--- src/xrng_pkg.sv ---
`default_nettype none
package xrng_pkg;

   localparam int WORD_W = 32;

   typedef logic [WORD_W-1:0] word_type;

   // SplitMix32 constants
   localparam word_type SM_GOLDEN = 32'h9e37_79b9;
   localparam word_type SM_MUL_A  = 32'h85eb_ca6b;
   localparam word_type SM_MUL_B  = 32'hc2b2_ae35;

   // xoshiro128** shift and rotate amounts
   localparam int XS_SHL   = 9;
   localparam int XS_ROT   = 11;
   localparam int SS_ROT   = 7;

   // request kinds
   localparam logic REQ_RAW     = 1'b0;
   localparam logic REQ_BOUNDED = 1'b1;

   typedef struct packed {
      logic busy;
      logic done;
   } div_stat_type;

   function automatic word_type rotl(input word_type v, input int n);
      rotl = (v << n) | (v >> (WORD_W - n));
   endfunction

endpackage
`default_nettype wire

--- src/xrng_ifs.sv ---
`default_nettype none
interface xrng_req_if;
   import xrng_pkg::*;
   logic     valid;
   logic     ready;
   logic     req_type;
   word_type bound;
   modport source (output valid, output req_type, output bound, input ready);
   modport sink   (input valid, input req_type, input bound, output ready);
endinterface

interface xrng_rsp_if;
   import xrng_pkg::*;
   logic     valid;
   logic     ready;
   word_type value;
   modport source (output valid, output value, input ready);
   modport sink   (input valid, input value, output ready);
endinterface

interface xrng_csr_if;
   import xrng_pkg::*;
   logic     valid;
   logic     ready;
   word_type seed;
   modport source (output valid, output seed, input ready);
   modport sink   (input valid, input seed, output ready);
endinterface
`default_nettype wire

--- src/xrng_div.sv ---
`default_nettype none
module xrng_div
   import xrng_pkg::*;
(
   input  wire logic     clock,
   input  wire logic     reset,
   input  wire logic     start,
   input  wire word_type dividend,
   input  wire word_type divisor,
   output div_stat_type stat,
   output word_type     remainder
);

   logic [4:0] cnt_ff, cnt_in;
   logic       busy_ff, busy_in;
   logic       done_ff, done_in;
   word_type   dvd_ff, dvd_in;
   word_type   dsr_ff, dsr_in;
   word_type   rem_ff, rem_in;

   logic [WORD_W:0] shifted;
   logic            ge;

   // restoring division, one quotient bit per cycle
   always_comb begin
      shifted = {rem_ff, dvd_ff[WORD_W-1]};
      ge      = shifted >= {1'b0, dsr_ff};
      cnt_in  = cnt_ff;
      busy_in = busy_ff;
      done_in = 1'b0;
      dvd_in  = dvd_ff;
      dsr_in  = dsr_ff;
      rem_in  = rem_ff;
      if (start) begin
         dvd_in  = dividend;
         dsr_in  = divisor;
         rem_in  = '0;
         cnt_in  = '0;
         busy_in = 1'b1;
      end else if (busy_ff) begin
         dvd_in = {dvd_ff[WORD_W-2:0], 1'b0};
         rem_in = ge ? WORD_W'(shifted - {1'b0, dsr_ff}) : shifted[WORD_W-1:0];
         cnt_in = cnt_ff + 5'd1;
         if (cnt_ff == 5'd31) begin
            busy_in = 1'b0;
            done_in = 1'b1;
         end
      end
   end

   always_ff @(posedge clock) begin
      if (reset) begin
         cnt_ff  <= '0;
         busy_ff <= 1'b0;
         done_ff <= 1'b0;
      end else begin
         cnt_ff  <= cnt_in;
         busy_ff <= busy_in;
         done_ff <= done_in;
      end
      dvd_ff <= dvd_in;
      dsr_ff <= dsr_in;
      rem_ff <= rem_in;
   end

   assign stat.busy = busy_ff;
   assign stat.done = done_ff;
   assign remainder = rem_ff;

`ifndef SYNTHESIS
   a_done_after_busy: assert property (@(posedge clock) disable iff (reset)
      done_ff |-> $past(busy_ff))
      else $error("remainder ready without a running division");
   a_rem_below_divisor: assert property (@(posedge clock) disable iff (reset)
      done_ff |-> rem_ff < dsr_ff)
      else $error("remainder not below divisor");
   a_no_restart: assert property (@(posedge clock) disable iff (reset)
      start |-> !busy_ff)
      else $error("division started while busy");
`endif

endmodule
`default_nettype wire

--- src/xoshiro128ss_bounded_rng.sv ---
`default_nettype none
// channel   modport  handshake     payload
// req_chan  sink     valid/ready   req_type (1), bound (32)
// rsp_chan  source   valid/ready   value (32)
// csr_chan  sink     valid/ready   seed (32)
//
// Raw draw: the scrambled word is registered, then passed on to the output register.
// Bounded draw: rejection draws, then the shared divider's remainder, plus a threshold
// division first when bound differs from the last bound whose threshold was computed.
// Reset and every seed write run a SplitMix32 expansion, not ready meanwhile.
// A new request is taken while a finished result waits in the output register.
module xoshiro128ss_bounded_rng
   import xrng_pkg::*;
(
   input wire logic  clock,
   input wire logic  reset,
   xrng_req_if.sink  req_chan,
   xrng_rsp_if.source rsp_chan,
   xrng_csr_if.sink  csr_chan
);

   typedef enum logic [2:0] {
      ST_SEED_A,
      ST_SEED_B,
      ST_SEED_C,
      ST_IDLE,
      ST_THRESH,
      ST_DRAW,
      ST_MOD,
      ST_OUT
   } state_type;

   state_type  state_ff, state_in;
   word_type   gen_ff [4];
   word_type   gen_in [4];
   word_type   acc_ff, acc_in;
   word_type   mul_ff, mul_in;
   logic [1:0] widx_ff, widx_in;
   word_type   lim_ff, lim_in;
   word_type   floor_ff, floor_in;
   word_type   clim_ff, clim_in;
   logic       cvld_ff, cvld_in;
   word_type   res_ff, res_in;
   logic       rsp_vld_ff, rsp_vld_in;
   word_type   rsp_val_ff, rsp_val_in;

   word_type     mul_a, mul_b, z, fin;
   word_type     d_mul5, d_rot, d_out;
   word_type     t2, t3;
   logic         do_draw;
   logic         req_go, csr_go;
   logic         div_go;
   word_type     div_dvd, div_dsr, div_rem;
   div_stat_type div_st;

   xrng_div u_div (
      .clock     (clock),
      .reset     (reset),
      .start     (div_go),
      .dividend  (div_dvd),
      .divisor   (div_dsr),
      .stat      (div_st),
      .remainder (div_rem)
   );

   assign csr_chan.ready = state_ff == ST_IDLE;
   assign req_chan.ready = state_ff == ST_IDLE && !csr_chan.valid;
   assign csr_go = csr_chan.valid && csr_chan.ready;
   assign req_go = req_chan.valid && req_chan.ready;

   // starstar scrambler on word 1
   assign d_mul5 = gen_ff[1] + (gen_ff[1] << 2);
   assign d_rot  = rotl(d_mul5, SS_ROT);
   assign d_out  = d_rot + (d_rot << 3);
   assign t2     = gen_ff[2] ^ gen_ff[0];
   assign t3     = gen_ff[3] ^ gen_ff[1];

   // shared 32x32 multiplier of the seed expansion
   assign mul_b = (state_ff == ST_SEED_A) ? SM_MUL_A : SM_MUL_B;
   assign fin   = mul_ff ^ (mul_ff >> 16);

   always_comb begin
      state_in   = state_ff;
      gen_in     = gen_ff;
      acc_in     = acc_ff;
      widx_in    = widx_ff;
      lim_in     = lim_ff;
      floor_in   = floor_ff;
      clim_in    = clim_ff;
      cvld_in    = cvld_ff;
      res_in     = res_ff;
      rsp_vld_in = rsp_vld_ff && !rsp_chan.ready;
      rsp_val_in = rsp_val_ff;
      do_draw    = 1'b0;
      div_go     = 1'b0;
      div_dvd    = d_out;
      div_dsr    = lim_ff;
      z          = acc_ff;
      mul_a      = acc_ff;

      case (state_ff)
         ST_SEED_A: begin
            acc_in   = acc_ff + SM_GOLDEN;
            z        = acc_in ^ (acc_in >> 16);
            mul_a    = z;
            state_in = ST_SEED_B;
         end
         ST_SEED_B: begin
            z        = mul_ff ^ (mul_ff >> 13);
            mul_a    = z;
            state_in = ST_SEED_C;
         end
         ST_SEED_C: begin
            gen_in[widx_ff] = fin;
            widx_in         = widx_ff + 2'd1;
            state_in        = ST_SEED_A;
            if (widx_ff == 2'd3) begin
               state_in = ST_IDLE;
               // an all-zero state would lock up; force word 0 to one
               if ((gen_ff[0] | gen_ff[1] | gen_ff[2] | fin) == '0) begin
                  gen_in[0] = word_type'(1);
               end
            end
         end
         ST_IDLE: begin
            if (csr_go) begin
               acc_in   = csr_chan.seed;
               widx_in  = '0;
               state_in = ST_SEED_A;
            end else if (req_go) begin
               lim_in = req_chan.bound;
               if (req_chan.req_type == REQ_RAW) begin
                  do_draw  = 1'b1;
                  res_in   = d_out;
                  state_in = ST_OUT;
               end else if (req_chan.bound < word_type'(2)) begin
                  res_in   = '0;
                  state_in = ST_OUT;
               end else if (cvld_ff && clim_ff == req_chan.bound) begin
                  state_in = ST_DRAW;
               end else begin
                  div_go   = 1'b1;
                  div_dvd  = word_type'(0) - req_chan.bound;
                  div_dsr  = req_chan.bound;
                  cvld_in  = 1'b0;
                  state_in = ST_THRESH;
               end
            end
         end
         ST_THRESH: begin
            if (div_st.done) begin
               floor_in = div_rem;
               clim_in  = lim_ff;
               cvld_in  = 1'b1;
               state_in = ST_DRAW;
            end
         end
         ST_DRAW: begin
            do_draw = 1'b1;
            // reject draws below the threshold, draw again
            if (d_out >= floor_ff) begin
               div_go   = 1'b1;
               state_in = ST_MOD;
            end
         end
         ST_MOD: begin
            if (div_st.done) begin
               res_in   = div_rem;
               state_in = ST_OUT;
            end
         end
         ST_OUT: begin
            if (!rsp_vld_ff || rsp_chan.ready) begin
               rsp_vld_in = 1'b1;
               rsp_val_in = res_ff;
               state_in   = ST_IDLE;
            end
         end
         default: begin
            state_in = ST_IDLE;
         end
      endcase

      if (do_draw) begin
         gen_in[0] = gen_ff[0] ^ t3;
         gen_in[1] = gen_ff[1] ^ t2;
         gen_in[2] = t2 ^ (gen_ff[1] << XS_SHL);
         gen_in[3] = rotl(t3, XS_ROT);
      end
   end

   assign mul_in = mul_a * mul_b;

   always_ff @(posedge clock) begin
      if (reset) begin
         state_ff   <= ST_SEED_A;
         acc_ff     <= '0;
         widx_ff    <= '0;
         cvld_ff    <= 1'b0;
         rsp_vld_ff <= 1'b0;
      end else begin
         state_ff   <= state_in;
         acc_ff     <= acc_in;
         widx_ff    <= widx_in;
         cvld_ff    <= cvld_in;
         rsp_vld_ff <= rsp_vld_in;
      end
      gen_ff     <= gen_in;
      mul_ff     <= mul_in;
      lim_ff     <= lim_in;
      floor_ff   <= floor_in;
      clim_ff    <= clim_in;
      res_ff     <= res_in;
      rsp_val_ff <= rsp_val_in;
   end

   assign rsp_chan.valid = rsp_vld_ff;
   assign rsp_chan.value = rsp_val_ff;

`ifndef SYNTHESIS
   a_state_nonzero: assert property (@(posedge clock) disable iff (reset)
      state_ff == ST_IDLE |-> (gen_ff[0] | gen_ff[1] | gen_ff[2] | gen_ff[3]) != '0)
      else $error("generator state is all zero");
   a_floor_below_bound: assert property (@(posedge clock) disable iff (reset)
      cvld_ff |-> floor_ff < clim_ff)
      else $error("cached threshold not below its bound");
   a_div_idle_on_start: assert property (@(posedge clock) disable iff (reset)
      div_go |-> !div_st.busy)
      else $error("divider started while busy");
   a_wait_div: assert property (@(posedge clock) disable iff (reset)
      (state_ff == ST_MOD || state_ff == ST_THRESH) |-> div_st.busy || div_st.done)
      else $error("waiting on a divider that is not running");
`endif

endmodule
`default_nettype wire
--- src/flat_wrapper.sv ---
// flat-port wrapper written by rule: the top's interface ports become plain ports
module xoshiro128ss_bounded_rng_flat import xrng_pkg::*;
  (clock, reset, req_chan_valid, req_chan_req_type, req_chan_bound, req_chan_ready, rsp_chan_valid, rsp_chan_value, rsp_chan_ready, csr_chan_valid, csr_chan_seed, csr_chan_ready);
  xrng_req_if req_chan_i ();
  xrng_rsp_if rsp_chan_i ();
  xrng_csr_if csr_chan_i ();
  input wire logic clock;
  input wire logic reset;
  input wire logic [$bits(req_chan_i.valid)-1:0] req_chan_valid;
  input wire logic [$bits(req_chan_i.req_type)-1:0] req_chan_req_type;
  input wire logic [$bits(req_chan_i.bound)-1:0] req_chan_bound;
  output wire logic [$bits(req_chan_i.ready)-1:0] req_chan_ready;
  output wire logic [$bits(rsp_chan_i.valid)-1:0] rsp_chan_valid;
  output wire logic [$bits(rsp_chan_i.value)-1:0] rsp_chan_value;
  input wire logic [$bits(rsp_chan_i.ready)-1:0] rsp_chan_ready;
  input wire logic [$bits(csr_chan_i.valid)-1:0] csr_chan_valid;
  input wire logic [$bits(csr_chan_i.seed)-1:0] csr_chan_seed;
  output wire logic [$bits(csr_chan_i.ready)-1:0] csr_chan_ready;
  assign req_chan_i.valid = req_chan_valid;
  assign req_chan_i.req_type = req_chan_req_type;
  assign req_chan_i.bound = req_chan_bound;
  assign req_chan_ready = req_chan_i.ready;
  assign rsp_chan_valid = rsp_chan_i.valid;
  assign rsp_chan_value = rsp_chan_i.value;
  assign rsp_chan_i.ready = rsp_chan_ready;
  assign csr_chan_i.valid = csr_chan_valid;
  assign csr_chan_i.seed = csr_chan_seed;
  assign csr_chan_ready = csr_chan_i.ready;
  xoshiro128ss_bounded_rng u_core (.clock(clock), .reset(reset), .req_chan(req_chan_i), .rsp_chan(rsp_chan_i), .csr_chan(csr_chan_i));
endmodule
--- config.mk ---
export PLATFORM = sky130hd
export DESIGN_NAME = xoshiro128ss_bounded_rng_flat
export DESIGN_NICKNAME = d
export VERILOG_FILES = /design/src/xrng_pkg.sv /design/src/xrng_ifs.sv /design/src/xrng_div.sv /design/src/xoshiro128ss_bounded_rng.sv /design/src/flat_wrapper.sv
export SDC_FILE = /design/constraint.sdc
export NUM_CORES = 2
export LEC_CHECK = 0
export ABC_AREA = 1
export BUFFER_PORTS_ARGS = -buffer_cell sky130_fd_sc_hd__buf_2
export CORE_AREA = 5 5 247 489
export DETAILED_ROUTE_END_ITERATION = 8
export DIE_AREA = 0 0 252 494
export GPL_TIMING_DRIVEN = 1
export PLACE_DENSITY = 0.53
export SLEW_MARGIN = 20
export SYNTH_ARGS = -nofsm -noshare
export SYNTH_HDL_FRONTEND = slang
export SYNTH_SLANG_ARGS = --single-unit
--- constraint.sdc ---
create_clock -name clock -period 9.1 [get_ports clock]
set_clock_uncertainty 0.1 [all_clocks]
set_input_delay 1.365 -clock clock [delete_from_list [all_inputs] [get_ports clock]]
set_output_delay 1.365 -clock clock [all_outputs]
set_load 0.01 [all_outputs]
==> flow_metrics.env <==
export IMPL_status="finished clean"
export IMPL_firstDrtPassIters=6
export IMPL_finalSetupViolations=0
export IMPL_synth_commonest_cells="inv_1 (806), nand2_1 (693), edfxtp_1 (352)"
export IMPL_worstMarginPinSlew_ns=1.19
export IMPL_synthesis_area_um2=40500
export IMPL_grt_max_degree=93
export IMPL_synth_top_area_cell="edfxtp_1"
export IMPL_grt_usage=0.251
export IMPL_cts_root_buffer="clkbuf_16"
export IMPL_slowest_delay_ns=0.62
export IMPL_place_gp_congestion=1.06
export IMPL_setup_worst_path_start_class="flip-flop"
export IMPL_cts_hold_buf=0
export IMPL_cts_tree="yes"
export IMPL_synth_edf_count=352
export IMPL_synth_top_cell_area_share=0.261
export IMPL_grt_remaining_overflow=0
export IMPL_dr_total_vias=32740
export IMPL_fillers=11953
export IMPL_required_ns=9.54
export IMPL_numCtsBuffers=46
export IMPL_critPathTopFamily="adder cells"
export IMPL_rows=177
export IMPL_cpMostUsedCell="fa_1"
export IMPL_hold_slack_ns=0.317
export IMPL_drtIter0Drc=1702
export IMPL_coreArea_um2=116000
export IMPL_area_delta_synth_final_pct=11.5
export IMPL_drc=0
export IMPL_cp_arrival_ns=9.15
export IMPL_maxSlewViolCount=0
export IMPL_avgSynthCellArea_um2=8.83
export IMPL_critPathSlowestCell="fa_1"
export IMPL_clkTransAtPathRegs_ns=0.07
export IMPL_cts_sinks=462
export IMPL_ys_top_cells_by_area="edfxtp_1 (26%), fa_1 (14%), ha_1 (11%), inv_1 (7.5%), nand2_1 (6.4%)"
export IMPL_timing_final_crit_share=0.956
export IMPL_min_period_ns=8.70
export IMPL_setup_tns_ns=0
export IMPL_crit_buf_inv=7
export IMPL_synth_ff_type="edfxtp_1"
export IMPL_cp_max_fo=6
export IMPL_routed_wl_mm=158
export IMPL_die_h_um=494
export IMPL_fin_nets=5426
export IMPL_insertion_delay_ns=0.66
export IMPL_rsz0062_at_grt="no"
export IMPL_start_util=0.348
export IMPL_wl_per_cell_um=25.2
export IMPL_cts_max_path_buffers=3
export IMPL_antenna_left=0
export IMPL_die_x_um=252
export IMPL_finalHoldViolCount=0
export IMPL_routed_via_density=5.21
export IMPL_port_buffers=104
export IMPL_dieArea_um2=124000
export IMPL_htreeDepth=2
export IMPL_ys_ff_latch=462
export IMPL_critical_path_class="reg -> reg"
export IMPL_ioPinCount=105
export IMPL_antenna_found_initial=7
export IMPL_synth_most_common_cell="inv_1"
export IMPL_grt_pass1_wl_mm=228
export IMPL_async_flop_share=0
export IMPL_yosysWarnings=0
export IMPL_relSlewSlack=0.207
export IMPL_max_cap_viol_count=0
export IMPL_max_freq_ghz=0.115
export IMPL_grt_pass1_vias=34896
export IMPL_ys_seq_area_frac=0.316
export IMPL_layout_drive_gt1_share=0.111
export IMPL_hold_path_class="reg -> reg"
export IMPL_endpoint_kind="flip-flop"
export IMPL_synthDistinctLibCells=70
export IMPL_hpwl_mm=131
export IMPL_netlist_instances=4581
cells in the final DEF, fill, tap and decap left out, types with 33 or more instances in the layout:
master / count
or2_2: 33
nand2_2: 33
buf_4: 139
edfxtp_1: 352
ha_1: 344
o22ai_1: 35
clkbuf_16: 48
inv_1: 804
nor2_1: 213
buf_2: 104
dfxtp_1: 106
xor2_1: 248
o21ai_0: 295
xnor2_1: 119
fa_1: 284
a21oi_1: 190
nand2_1: 692
o21ai_1: 46
o211ai_1: 54
nand4_1: 44
nand3_1: 208
final timing paths:
check                     from                         to  slack (ns)  cells after the start
min          u_core.res_ff[13]  u_core.rsp_chan.value[13]        0.32                      0
max reg2reg   u_core.acc_ff[0]          u_core.mul_ff[31]        0.40                     37
max           u_core.acc_ff[0]          u_core.mul_ff[31]        0.40                     37
min reg2reg  u_core.res_ff[13]  u_core.rsp_chan.value[13]        0.32                      0
worst register-to-register path: cells and delay by family, from the launching register on:
| family | cells | cell delay [ns] |
|---|---|---|
| adder cells (fa/ha/maj) | 10 | 4.46 |
| flip-flops | 1 | 0.38 |
| XOR/XNOR | 1 | 0.41 |
| AND/OR/NAND/NOR | 13 | 1.69 |
| AO/OA/AOI/OAI | 6 | 1.06 |
| buffers and inverters | 7 | 0.49 |
registers in the layout (all words and copies together), names as in the netlist:
name,flops
u_core.clim_ff,32
u_core.rsp_chan.valid,1
u_core.res_ff,32
u_core.acc_ff,32
u_core.mul_ff,32
u_core.u_div.dvd_ff,32
u_core.lim_ff,32
u_core.cvld_ff,1
u_core.floor_ff,32
u_core.u_div.busy_ff,1
u_core.u_div.remainder,32
u_core.u_div.dsr_ff,32
u_core.u_div.cnt_ff,5
u_core.state_ff,3
u_core.rsp_chan.value,32
u_core.widx_ff,2
u_core.u_div.done_ff,1
u_core.gen_ff,128
routing by layer:
layer	up-vias	GRT usage	part of all wire
met1	15789	0.216	0.30
met5	-	0	0
li1	15269	-	-
met3	584	0.0295	0.038
met4	0	0.257	0.14
met2	1098	0.475	0.53
area by class of cell:
class	count	area (µm²)	area share
diodes	2	5.00	0.000111
clock buffers	55	1240	0.0274
clock inverters	31	378	0.00837
inverters	832	3130	0.0694
multi-input cells	3134	24000	0.533
flip-flops and latches	462	12800	0.283
well taps	1521	1900	0.0422
repair buffers	248	1660	0.0369
stage by stage:
stage,worst slack [ns],std cells,area (µm²),utilization
after global placement,0.358,6195,43400,0.374
final,0.396,6285,45100,0.388
after detailed placement,0.275,6195,43400,0.374
after floorplan,1.05,4582,40500,-
after CTS,0.271,6281,45000,0.387
after global routing,0.0132,6284,45100,0.388
logic make-up (layout without fill, tap and decap cells):
| kind of cell | after synthesis | in the layout | synth area share |
|---|---|---|---|
| simple gates | 1373 | 1373 | 0.154 |
| fa+ha+maj | 632 | 632 | 0.248 |
| compound gates | 759 | 759 | 0.109 |
| other cells | 1 | 4 | 0.0000927 |
| xor+xnor | 368 | 368 | 0.0798 |
| buf+inv | 986 | 1166 | 0.0935 |
| flops | 462 | 462 | 0.316 |
timing repair:
| action | CTS | global route |
|---|---|---|
| endpoints found under the setup margin | 0 | 9 |
| endpoints found under the hold margin | 0 | 0 |
| setup buffers | 0 | 1 |
| resized for setup | 0 | 20 |
Power is not shown: default switching activity piles up to over one toggle a cycle in this logic, so the estimate is an artifact.
